## src/hdl/tcr_pkg.sv

```systemverilog
`timescale 1ns / 1ps
// Shared types and constants for the threshold crossfade router.
// Used by tcr_cfg, tcr_ctrl, tcr_dp and threshold_crossfade_router; no dependencies.
package tcr_pkg;

	localparam int CFG_IDX_W  = 3;
	localparam int CFG_DATA_W = 19;
	localparam int FRAC_W     = 17;
	localparam int CNT_W      = 20;
	localparam int DIV_STEPS  = 17;
	localparam int ITER_W     = $clog2(DIV_STEPS);

	localparam logic [FRAC_W-1:0] ONE_Q16   = 17'h10000;
	localparam logic [CNT_W-1:0]  COUNT_MAX = '1;
	localparam logic signed [15:0] FULL_VOLT = 16'sd32767;

	// register indexes
	localparam logic [CFG_IDX_W-1:0] REG_ROUTE_MODE   = 3'd0;
	localparam logic [CFG_IDX_W-1:0] REG_TH_BASE      = 3'd1;
	localparam logic [CFG_IDX_W-1:0] REG_TH_GAIN      = 3'd2;
	localparam logic [CFG_IDX_W-1:0] REG_TH_MOD_ON    = 3'd3;
	localparam logic [CFG_IDX_W-1:0] REG_FADE_BASE    = 3'd4;
	localparam logic [CFG_IDX_W-1:0] REG_MIN_FADE     = 3'd5;

	// route modes; code 7 behaves as off
	localparam logic [2:0] MODE_OFF       = 3'd0;
	localparam logic [2:0] MODE_GATE1     = 3'd1;
	localparam logic [2:0] MODE_GATE2     = 3'd2;
	localparam logic [2:0] MODE_GATE_BOTH = 3'd3;
	localparam logic [2:0] MODE_SIG1      = 3'd4;
	localparam logic [2:0] MODE_SIG2      = 3'd5;
	localparam logic [2:0] MODE_SIG_BOTH  = 3'd6;
	localparam logic [2:0] MODE_RSVD      = 3'd7;

	typedef struct packed {
		logic signed [15:0] cv_level;
		logic signed [15:0] threshold_mod;
		logic signed [15:0] signal_level;
		logic signed [19:0] fade_offset_samples;
	} frame_t;

	typedef struct packed {
		logic signed [15:0] out1_level;
		logic signed [15:0] out2_level;
		logic [15:0]        light1_level;
		logic [15:0]        light2_level;
	} result_t;

	typedef struct packed {
		logic [2:0]         route_mode;
		logic signed [15:0] threshold_base;
		logic signed [15:0] threshold_gain;
		logic               threshold_mod_on;
		logic [18:0]        fade_base_samples;
		logic [18:0]        min_fade_samples;
	} cfg_t;

	typedef struct packed {
		logic load_in;
		logic mul_thresh;
		logic decide;
		logic div_init;
		logic div_step;
		logic fade_end;
		logic mul_o1;
		logic mul_o2;
		logic emit;
	} dp_cmd_t;

	typedef struct packed {
		logic off_mode;
		logic fade_active;
		logic held;
		logic out_free;
	} dp_stat_t;

endpackage

```

## src/hdl/tcr_cfg.sv

```systemverilog
`timescale 1ns / 1ps
// Configuration register bank for the threshold crossfade router.
// Depends on tcr_pkg.
module tcr_cfg
	import tcr_pkg::*;
(
	input  logic                  clk,
	input  logic                  arst_n,
	input  logic                  cfg_valid,
	output logic                  cfg_ready,
	input  logic [CFG_IDX_W-1:0]  cfg_index,
	input  logic [CFG_DATA_W-1:0] cfg_data,
	output cfg_t                  cfg
);

	cfg_t cfg_q;

	assign cfg_ready = 1'b1;
	assign cfg       = cfg_q;

	always_ff @(posedge clk or negedge arst_n) begin
		if (!arst_n) begin
			cfg_q.route_mode        <= MODE_OFF;
			cfg_q.threshold_base    <= 16'sd3277;
			cfg_q.threshold_gain    <= '0;
			cfg_q.threshold_mod_on  <= 1'b0;
			cfg_q.fade_base_samples <= 19'd48;
			cfg_q.min_fade_samples  <= 19'd49;
		end else if (cfg_valid) begin
			unique case (cfg_index)
				REG_ROUTE_MODE: cfg_q.route_mode        <= cfg_data[2:0];
				REG_TH_BASE:    cfg_q.threshold_base    <= cfg_data[15:0];
				REG_TH_GAIN:    cfg_q.threshold_gain    <= cfg_data[15:0];
				REG_TH_MOD_ON:  cfg_q.threshold_mod_on  <= cfg_data[0];
				REG_FADE_BASE:  cfg_q.fade_base_samples <= cfg_data[18:0];
				REG_MIN_FADE:   cfg_q.min_fade_samples  <= cfg_data[18:0];
				default: ;
			endcase
		end
	end

endmodule

```

## src/hdl/tcr_ctrl.sv

```systemverilog
`timescale 1ns / 1ps
// Sequencer for the threshold crossfade router: steps one frame through
// threshold, switch update, serial divide, mixing and output. Depends on tcr_pkg.
module tcr_ctrl
	import tcr_pkg::*;
(
	input  logic     clk,
	input  logic     arst_n,
	input  logic     frame_valid,
	output logic     frame_stall,
	input  dp_stat_t stat,
	output dp_cmd_t  cmd
);

	typedef enum logic [3:0] {
		S_IDLE,
		S_THRESH,
		S_DECIDE,
		S_DIV_INIT,
		S_DIV,
		S_FADE_END,
		S_MUL1,
		S_MUL2,
		S_EMIT
	} state_t;

	state_t              state_q;
	logic [ITER_W-1:0]   iter_q;

	assign frame_stall = (state_q != S_IDLE);

	always_comb begin
		cmd            = '0;
		cmd.load_in    = (state_q == S_IDLE) && frame_valid;
		cmd.mul_thresh = (state_q == S_THRESH);
		cmd.decide     = (state_q == S_DECIDE);
		cmd.div_init   = (state_q == S_DIV_INIT);
		cmd.div_step   = (state_q == S_DIV);
		cmd.fade_end   = (state_q == S_FADE_END);
		cmd.mul_o1     = (state_q == S_MUL1);
		cmd.mul_o2     = (state_q == S_MUL2);
		cmd.emit       = (state_q == S_EMIT) && stat.out_free;
	end

	always_ff @(posedge clk or negedge arst_n) begin
		if (!arst_n) begin
			state_q <= S_IDLE;
			iter_q  <= '0;
		end else begin
			unique case (state_q)
				S_IDLE: begin
					if (frame_valid) state_q <= S_THRESH;
				end
				S_THRESH: state_q <= S_DECIDE;
				S_DECIDE: begin
					state_q <= stat.off_mode ? S_EMIT : S_DIV_INIT;
				end
				S_DIV_INIT: begin
					iter_q  <= ITER_W'(DIV_STEPS - 1);
					state_q <= stat.fade_active ? S_DIV : S_MUL1;
				end
				S_DIV: begin
					iter_q <= iter_q - 1'b1;
					if (iter_q == '0) state_q <= S_FADE_END;
				end
				S_FADE_END: state_q <= stat.held ? S_EMIT : S_MUL1;
				S_MUL1:     state_q <= S_MUL2;
				S_MUL2:     state_q <= S_EMIT;
				S_EMIT: begin
					if (stat.out_free) state_q <= S_IDLE;
				end
				default: state_q <= S_IDLE;
			endcase
		end
	end

endmodule

```

## src/hdl/tcr_dp.sv

```systemverilog
`timescale 1ns / 1ps
// Datapath for the threshold crossfade router: input frame, shared multiplier,
// switch and fade state, restoring divider, output register. Depends on tcr_pkg.
module tcr_dp
	import tcr_pkg::*;
#(
	parameter int unsigned MAX_FADE_SAMPLES = 480000
) (
	input  logic     clk,
	input  logic     arst_n,
	input  cfg_t     cfg,
	input  frame_t   frame,
	input  dp_cmd_t  cmd,
	output dp_stat_t stat,
	output logic     result_valid,
	input  logic     result_stall,
	output result_t  result
);

	localparam logic [CNT_W-1:0] LEN_MAX = CNT_W'(MAX_FADE_SAMPLES);
	localparam logic signed [17:0] TH_MAX = 18'sd32767;
	localparam logic signed [17:0] TH_MIN = -18'sd32767;

	frame_t              frame_q;
	logic signed [35:0]  prod_q;
	logic signed [15:0]  o1_q;

	logic                sw_q;
	logic                active_q;
	logic [CNT_W-1:0]    count_q;
	logic [CNT_W-1:0]    length_q;
	logic [FRAC_W-1:0]   start_q;
	logic [FRAC_W-1:0]   frac_q;
	logic                held_q;

	logic [CNT_W:0]      rem_q;
	logic [FRAC_W-1:0]   quo_q;
	logic                over_q;

	logic                out_valid_q;
	result_t             out_q;

	logic                off_mode;
	logic                gate_mode;
	logic signed [16:0]  p_shift;
	logic signed [17:0]  th_sum;
	logic signed [17:0]  th_cl;
	logic signed [17:0]  th;
	logic signed [17:0]  cv_ext;
	logic                now_high;
	logic signed [20:0]  len_sum;
	logic [CNT_W-1:0]    len_cl;
	logic                long_fade;
	logic [FRAC_W-1:0]   frac_sat;
	logic                div_ge;
	logic [CNT_W:0]      rem_sub;
	logic [FRAC_W:0]     f_sum;
	logic                held_now;
	logic [FRAC_W-1:0]   w1;
	logic [FRAC_W-1:0]   w2;
	logic signed [15:0]  mix_v;
	logic signed [17:0]  mul_a;
	logic signed [17:0]  mul_b;
	logic [CNT_W-1:0]    count_base;
	result_t             mix_res;

	assign off_mode  = (cfg.route_mode == MODE_OFF) || (cfg.route_mode == MODE_RSVD);
	assign gate_mode = (cfg.route_mode == MODE_GATE1) || (cfg.route_mode == MODE_GATE2) ||
	                   (cfg.route_mode == MODE_GATE_BOTH);

	// threshold: base plus floor(mod * gain / 32768), clamped when modulated
	assign p_shift = prod_q[31:15];
	assign th_sum  = {{2{cfg.threshold_base[15]}}, cfg.threshold_base} +
	                 {p_shift[16], p_shift};
	always_comb begin
		priority if (th_sum > TH_MAX) th_cl = TH_MAX;
		else if (th_sum < TH_MIN)     th_cl = TH_MIN;
		else                          th_cl = th_sum;
	end
	assign th       = cfg.threshold_mod_on ? th_cl :
	                  {{2{cfg.threshold_base[15]}}, cfg.threshold_base};
	assign cv_ext   = {{2{frame_q.cv_level[15]}}, frame_q.cv_level};
	assign now_high = (cv_ext >= th);

	// fade length clamped to 0..MAX
	assign len_sum = {2'b00, cfg.fade_base_samples} +
	                 {frame_q.fade_offset_samples[19], frame_q.fade_offset_samples};
	always_comb begin
		priority if (len_sum[20])                        len_cl = '0;
		else if (len_sum > $signed({1'b0, LEN_MAX}))      len_cl = LEN_MAX;
		else                                             len_cl = len_sum[CNT_W-1:0];
	end
	assign long_fade = (len_cl > {1'b0, cfg.min_fade_samples});
	assign frac_sat  = (frac_q > ONE_Q16) ? ONE_Q16 : frac_q;

	// one restoring step per cycle
	assign div_ge  = (rem_q >= {1'b0, length_q});
	assign rem_sub = div_ge ? (rem_q - {1'b0, length_q}) : rem_q;

	assign f_sum      = {1'b0, quo_q} + {1'b0, start_q};
	assign held_now   = over_q || (f_sum > {1'b0, ONE_Q16});
	assign count_base = held_now ? '0 : count_q;

	// weight of OUT1
	always_comb begin
		if (active_q) w1 = sw_q ? (ONE_Q16 - frac_q) : frac_q;
		else          w1 = sw_q ? '0 : ONE_Q16;
	end
	assign w2 = ONE_Q16 - w1;

	assign mix_v = gate_mode ? FULL_VOLT : frame_q.signal_level;
	always_comb begin
		if (cmd.mul_thresh) begin
			mul_a = {{2{frame_q.threshold_mod[15]}}, frame_q.threshold_mod};
			mul_b = {{2{cfg.threshold_gain[15]}}, cfg.threshold_gain};
		end else begin
			mul_a = {{2{mix_v[15]}}, mix_v};
			mul_b = {1'b0, (cmd.mul_o1 ? w1 : w2)};
		end
	end

	always_comb begin
		mix_res.out1_level   = '0;
		mix_res.out2_level   = '0;
		mix_res.light1_level = w1[16] ? 16'hFFFF : w1[15:0];
		mix_res.light2_level = w2[16] ? 16'hFFFF : w2[15:0];
		if ((cfg.route_mode == MODE_GATE1) || (cfg.route_mode == MODE_GATE_BOTH) ||
		    (cfg.route_mode == MODE_SIG1) || (cfg.route_mode == MODE_SIG_BOTH))
			mix_res.out1_level = o1_q;
		if ((cfg.route_mode == MODE_GATE2) || (cfg.route_mode == MODE_GATE_BOTH) ||
		    (cfg.route_mode == MODE_SIG2) || (cfg.route_mode == MODE_SIG_BOTH))
			mix_res.out2_level = prod_q[31:16];
		if (cfg.route_mode == MODE_GATE1) mix_res.light2_level = '0;
		if (cfg.route_mode == MODE_GATE2) mix_res.light1_level = '0;
	end

	assign stat.off_mode    = off_mode;
	assign stat.fade_active = active_q;
	assign stat.held        = held_now;
	assign stat.out_free    = !out_valid_q || !result_stall;

	assign result_valid = out_valid_q;
	assign result       = out_q;

	// payload registers
	always_ff @(posedge clk) begin
		if (cmd.load_in) frame_q <= frame;
		if (cmd.mul_thresh || cmd.mul_o1 || cmd.mul_o2) prod_q <= mul_a * mul_b;
		if (cmd.mul_o2) o1_q <= prod_q[31:16];
		if (cmd.div_init) begin
			rem_q  <= {1'b0, count_q};
			quo_q  <= '0;
			// quotient would not fit 17 bits: the fade is over anyway
			over_q <= (length_q == '0) || ({1'b0, count_q} >= {length_q, 1'b0});
		end else if (cmd.div_step) begin
			rem_q <= {rem_sub[CNT_W-1:0], 1'b0};
			quo_q <= {quo_q[FRAC_W-2:0], div_ge};
		end
	end

	// switch and fade state
	always_ff @(posedge clk or negedge arst_n) begin
		if (!arst_n) begin
			sw_q     <= 1'b0;
			active_q <= 1'b0;
			count_q  <= '0;
			length_q <= '0;
			start_q  <= '0;
			frac_q   <= '0;
			held_q   <= 1'b0;
		end else begin
			if (cmd.load_in) held_q <= 1'b0;
			if (cmd.decide) begin
				if (off_mode) begin
					sw_q     <= 1'b0;
					active_q <= 1'b0;
					count_q  <= '0;
					length_q <= '0;
					start_q  <= '0;
					frac_q   <= '0;
				end else if (now_high != sw_q) begin
					sw_q    <= now_high;
					count_q <= '0;
					if (long_fade) begin
						// restart from the complement when already fading
						active_q <= 1'b1;
						start_q  <= active_q ? (ONE_Q16 - frac_sat) : '0;
						length_q <= len_cl;
					end else begin
						active_q <= 1'b0;
						start_q  <= '0;
						frac_q   <= '0;
					end
				end
			end
			if (cmd.fade_end) begin
				held_q <= held_now;
				if (held_now) begin
					active_q <= 1'b0;
					start_q  <= '0;
					frac_q   <= '0;
				end else begin
					frac_q <= f_sum[FRAC_W-1:0];
				end
				count_q <= (count_base == COUNT_MAX) ? count_base : count_base + 1'b1;
			end
		end
	end

	// output register doubles as the last-result hold
	always_ff @(posedge clk or negedge arst_n) begin
		if (!arst_n) begin
			out_valid_q <= 1'b0;
			out_q       <= '0;
		end else begin
			if (cmd.emit) begin
				out_valid_q <= 1'b1;
				if (off_mode)     out_q <= '0;
				else if (!held_q) out_q <= mix_res;
			end else if (!result_stall) begin
				out_valid_q <= 1'b0;
			end
		end
	end

endmodule

```

## src/hdl/threshold_crossfade_router.sv

```systemverilog
`timescale 1ns / 1ps
// Threshold switch with linear crossfade between two outputs.
// Channels: frame (frame_valid / frame_stall / frame) carries one sample frame;
// result (result_valid / result_stall / result) returns one result per frame.
// cfg_valid / cfg_ready / cfg_index / cfg_data writes the register bank; ready
// is always high. Write registers only while no frame is in flight.
// Timing: a frame is taken only while the sequencer is idle. Off mode goes
// straight to output; outside a fade the result skips the divide, and during a
// fade the 17-step serial divide of the fade fraction runs before mixing. The
// next frame is taken in the cycle after its result is loaded.
// A result waiting under result_stall holds; the block accepts the next frame
// meanwhile and holds that frame's result until the output register frees.
// Reset (arst_n low) clears switch and fade state and the held result, and
// loads register defaults: off mode, threshold 3277, fade 48, minimum 49.
// Depends on tcr_pkg, tcr_cfg, tcr_ctrl and tcr_dp.
module threshold_crossfade_router
	import tcr_pkg::*;
#(
	parameter int unsigned MAX_FADE_SAMPLES = 480000
) (
	input  logic                  clk,
	input  logic                  arst_n,
	input  logic                  frame_valid,
	output logic                  frame_stall,
	input  frame_t                frame,
	output logic                  result_valid,
	input  logic                  result_stall,
	output result_t               result,
	input  logic                  cfg_valid,
	output logic                  cfg_ready,
	input  logic [CFG_IDX_W-1:0]  cfg_index,
	input  logic [CFG_DATA_W-1:0] cfg_data
);

	cfg_t     cfg;
	dp_cmd_t  cmd;
	dp_stat_t stat;

	tcr_cfg u_cfg (
		.clk       (clk),
		.arst_n    (arst_n),
		.cfg_valid (cfg_valid),
		.cfg_ready (cfg_ready),
		.cfg_index (cfg_index),
		.cfg_data  (cfg_data),
		.cfg       (cfg)
	);

	tcr_ctrl u_ctrl (
		.clk         (clk),
		.arst_n      (arst_n),
		.frame_valid (frame_valid),
		.frame_stall (frame_stall),
		.stat        (stat),
		.cmd         (cmd)
	);

	tcr_dp #(
		.MAX_FADE_SAMPLES (MAX_FADE_SAMPLES)
	) u_dp (
		.clk          (clk),
		.arst_n       (arst_n),
		.cfg          (cfg),
		.frame        (frame),
		.cmd          (cmd),
		.stat         (stat),
		.result_valid (result_valid),
		.result_stall (result_stall),
		.result       (result)
	);

endmodule
```

## config.mk

```make
export PLATFORM = sky130hd
export DESIGN_NAME = threshold_crossfade_router
export DESIGN_NICKNAME = d
export VERILOG_FILES = /design/src/hdl/tcr_pkg.sv /design/src/hdl/tcr_cfg.sv /design/src/hdl/tcr_ctrl.sv /design/src/hdl/tcr_dp.sv /design/src/hdl/threshold_crossfade_router.sv
export SDC_FILE = /design/constraint.sdc
export NUM_CORES = 2
export LEC_CHECK = 0
export BUFFER_PORTS_ARGS = -buffer_cell sky130_fd_sc_hd__buf_4
export CORE_MARGIN = 10
export CORE_UTILIZATION = 36
export CTS_BUF_LIST = sky130_fd_sc_hd__clkbuf_4 sky130_fd_sc_hd__clkbuf_8 sky130_fd_sc_hd__clkbuf_16
export DETAILED_ROUTE_END_ITERATION = 12
export MAX_ROUTING_LAYER = met4
export SKIP_LAST_GASP = 1
export SYNTH_ARGS = -nofsm -noshare
export SYNTH_HDL_FRONTEND = slang
export SYNTH_SLANG_ARGS = --single-unit
export TNS_END_PERCENT = 50
```

## constraint.sdc

```tcl
create_clock -name clk -period 20.6 [get_ports clk]
set_clock_uncertainty 0.15 [all_clocks]
set_input_delay 4.12 -clock clk [delete_from_list [all_inputs] [get_ports clk]]
set_output_delay 4.12 -clock clk [all_outputs]
set_load 0.005 [all_outputs]
```

==> results.md <==
* Worst R2R Start: u_dp.frac_q[0]$_DFFE_PN0P_
* Die H at 317 um
* Worst-path clk slew at 60 ps
* Final hold violation count at 0
* Critical path peak fanout at 16
* Placed cell area at around 34000 sq um
* Die Area at 100000 sq um
* Crit path DAT at 10420 ps
* Setup violators final at 0
* Vias/cell at 5.28
* Post-route core utilization at 0.410
* Final Max Tran Viols at 0
* Seq/Total Area, Yosys at 0.305
* Final worst slack at 10360 ps
* Critical path endpoint category: flop
* CP Launch Point: u_dp.frac_q[0]$_DFFE_PN0P_
* Routed WL per cell at 20.6 um
* Most frequent cells after synthesis: inv_1 (444), nand2_1 (392), fa_1 (286)
* Top_reg_cell synth: dfrtp_1
* WS Path Type: reg -> reg
* Synth warn at 0
* Required @ worst endpoint at 20780 ps
* H-tree depth at 2
* Tmin final at roughly 10000 ps
* Worst-Skew Late Latency at 610 ps
* Vias in the first global route at 24200
* Most numerous cell in the Yosys netlist: inv_1
* GP Congestion at 0.933
* Clock Sinks at 365
* Fin area at 35700 sq um
* Synth top area cells: fa_1 (18%), dfrtp_1 (17%), edfxtp_1 (12%), ha_1 (8.6%), inv_1 (5.3%)
* Post-route ant nets at 0
* Final wirelength at 94900 um
* Die width at 317 um
* Slowest stage delay, CP at 1010 ps
* Setup Fix Bufs, Post-CTS at 0
* Clock root cell: clkbuf_16
* Antenna violations before repair at 6
* Slew @ Worst Pin at 1300 ps
* CTS tree: yes
* Port bufs at 160
* First-pass GRT wire length at approximately 150000 um
* Core ar. at 87000 sq um
* Synth Register Bits at 365
* Met2 layer usage reported by global route at 0.301
* Share of the synthesized area in the top cell type at 0.181
* Hold buffers post-CTS at 0
* Slew margin rel. at 0.126
* Setup tns final at 0 ps
* Dpl ws at approximately 10000 ps
* Global route total overflow at 0
* Distinct cells, synth at 97
* Syn nets at 3902
* Reg2reg path depth at 31
* Global routing's busiest layer: met2
* # IOs at 162
* Resize count post-CTS at 0
* Final worst-path cycle share at 0.497
* Max cap viols at 0
* Grt met3 use at 0.0378
* Initial Util at 0.364
* Largest net degree at the start of global routing at 98
* Unrepaired setup endpoints after global routing: no
* Critical Path Start Type: flop
* Cell area after synthesis at 31700 sq um
* Hold path cells at 2
* Nets at approximately 4000
* Area delta synth->final at 12.7%
* Vias at around 24000
* Row count at roughly 110
* CP max-delay cell: a21oi_1
* Drt first-iter violations at about 1600
* Synthesized instance count at 3304
* Worst hold path class: reg -> reg
* First drt pass iteration count at 5
* Highest Clock Rate at 97.7 MHz
* Status: finished, final reports clean
* Post-synth ARST share at 0.616
* Residual DRC at 0
* Detailed Place HPWL at 74500 um
* EDFF count, synth at around 120
* CTS Buf Count at 45
* HP Start: u_dp.result[4]$_DFFE_PN0P_
* GRT Overall Usage at 0.193
* Syn avg cell area at around 9.6 sq um
* M1 GR Usage at 0.249
* Share of layout cells above drive strength 1 at 0.123
* Area leader, netlist: fa_1
* Max Buffers Root-to-Sink at 3
flip-flops by register name, summed over array words and instances, names as in the netlist, 4 cells and up:
signal          count
u_dp.quo_q         17
u_dp.frac_q        17
u_ctrl.state_q      4
u_dp.length_q      20
u_dp.prod_q        17
u_ctrl.iter_q       5
u_cfg.cfg          74
u_dp.o1_q          16
u_dp.start_q       17
u_dp.rem_q         21
u_dp.count_q       20
u_dp.cv_ext        16
u_dp.result        64
u_dp.frame_q       52
cell type report:
type	instances	area, sq um
diodes	7	17.5
clock buffers	56	1250
clock inverters	28	273
fillers	8625	51300
inverters	445	1670
multi-input cells	2360	19900
flip-flops and latches	365	9670
well taps	1155	1450
repair buffers	200	1510
per-layer routing:
layer,routed length (um),vias to the layer above
met3,6080,151
met1,41200,12000
met5,0,-
met2,44100,724
li1,-,11500
met4,3550,0
stage by stage:
stage | hold slack (ps) | instances
after floorplan | 276 | 3304
after global placement | 307 | 4525
after detailed placement | 307 | 4525
after CTS | 320 | 4609
after global routing | 339 | 4615
final | 317 | 4616
worst paths after layout:
check	end	slack [ps]
worst max-delay path	u_dp.prod_q[31]$_DFFE_PP_	10360
min in group asynchronous	u_dp.count_q[18]$_DFFE_PN0P_	3350
max in group asynchronous	u_cfg.cfg[11]$_DFFE_PN0P_	15090
worst min-delay path	u_dp.result[4]$_DFFE_PN0P_	320
worst max register to register	u_dp.prod_q[31]$_DFFE_PP_	10360
worst min register to register	u_dp.result[4]$_DFFE_PN0P_	320
critical path, delay by kind of cell (launching register included):
family,cells,cell delay [ps]
AOI/OAI and AO/OA,11,3880
adders and majority gates,8,3670
and+or+nand+nor,4,1110
DFF,1,500
buffers and inverters,6,340
xor gates and xnor gates,2,290
layout by cell type, fill, tap and decap left out, drive strengths merged, types with 12 or more instances in the layout:
cell     count
clkbuf      56
buf        200
ha         217
a221oi      13
edfxtp     122
and3        28
o21ai      140
o21a        37
nor2b       25
xnor2       76
o22ai       20
nand4       30
xor2        42
a21o        61
nand2      392
or3         27
o211ai      19
o2111ai     15
nand2b      29
dfstp       12
o31ai       12
mux2i       23
or2         14
dfrtp      213
nor2       241
clkinv      20
a211oi      26
mux2        78
nor3        54
o22a        14
nand3       35
and2        42
nor4        23
fa         286
inv        448
a21oi      133
o2bb2ai     14
dfxtp       18
o21bai      12
a22o        35
cells by family after synthesis:
logic type,count (synthesis),share of synthesized area
AOI/OAI and AO/OA,646,0.142
xor gates and xnor gates,118,0.0326
adders and majority gates,503,0.266
buffers and inverters,579,0.0702
DFF,365,0.305
muxes,101,0.0354
other,1,0.000118
and+or+nand+nor,991,0.149
Power is left out: the tool's default activity adds up to more than one toggle a clock period on the data nets, which glitch-free logic cannot reach.
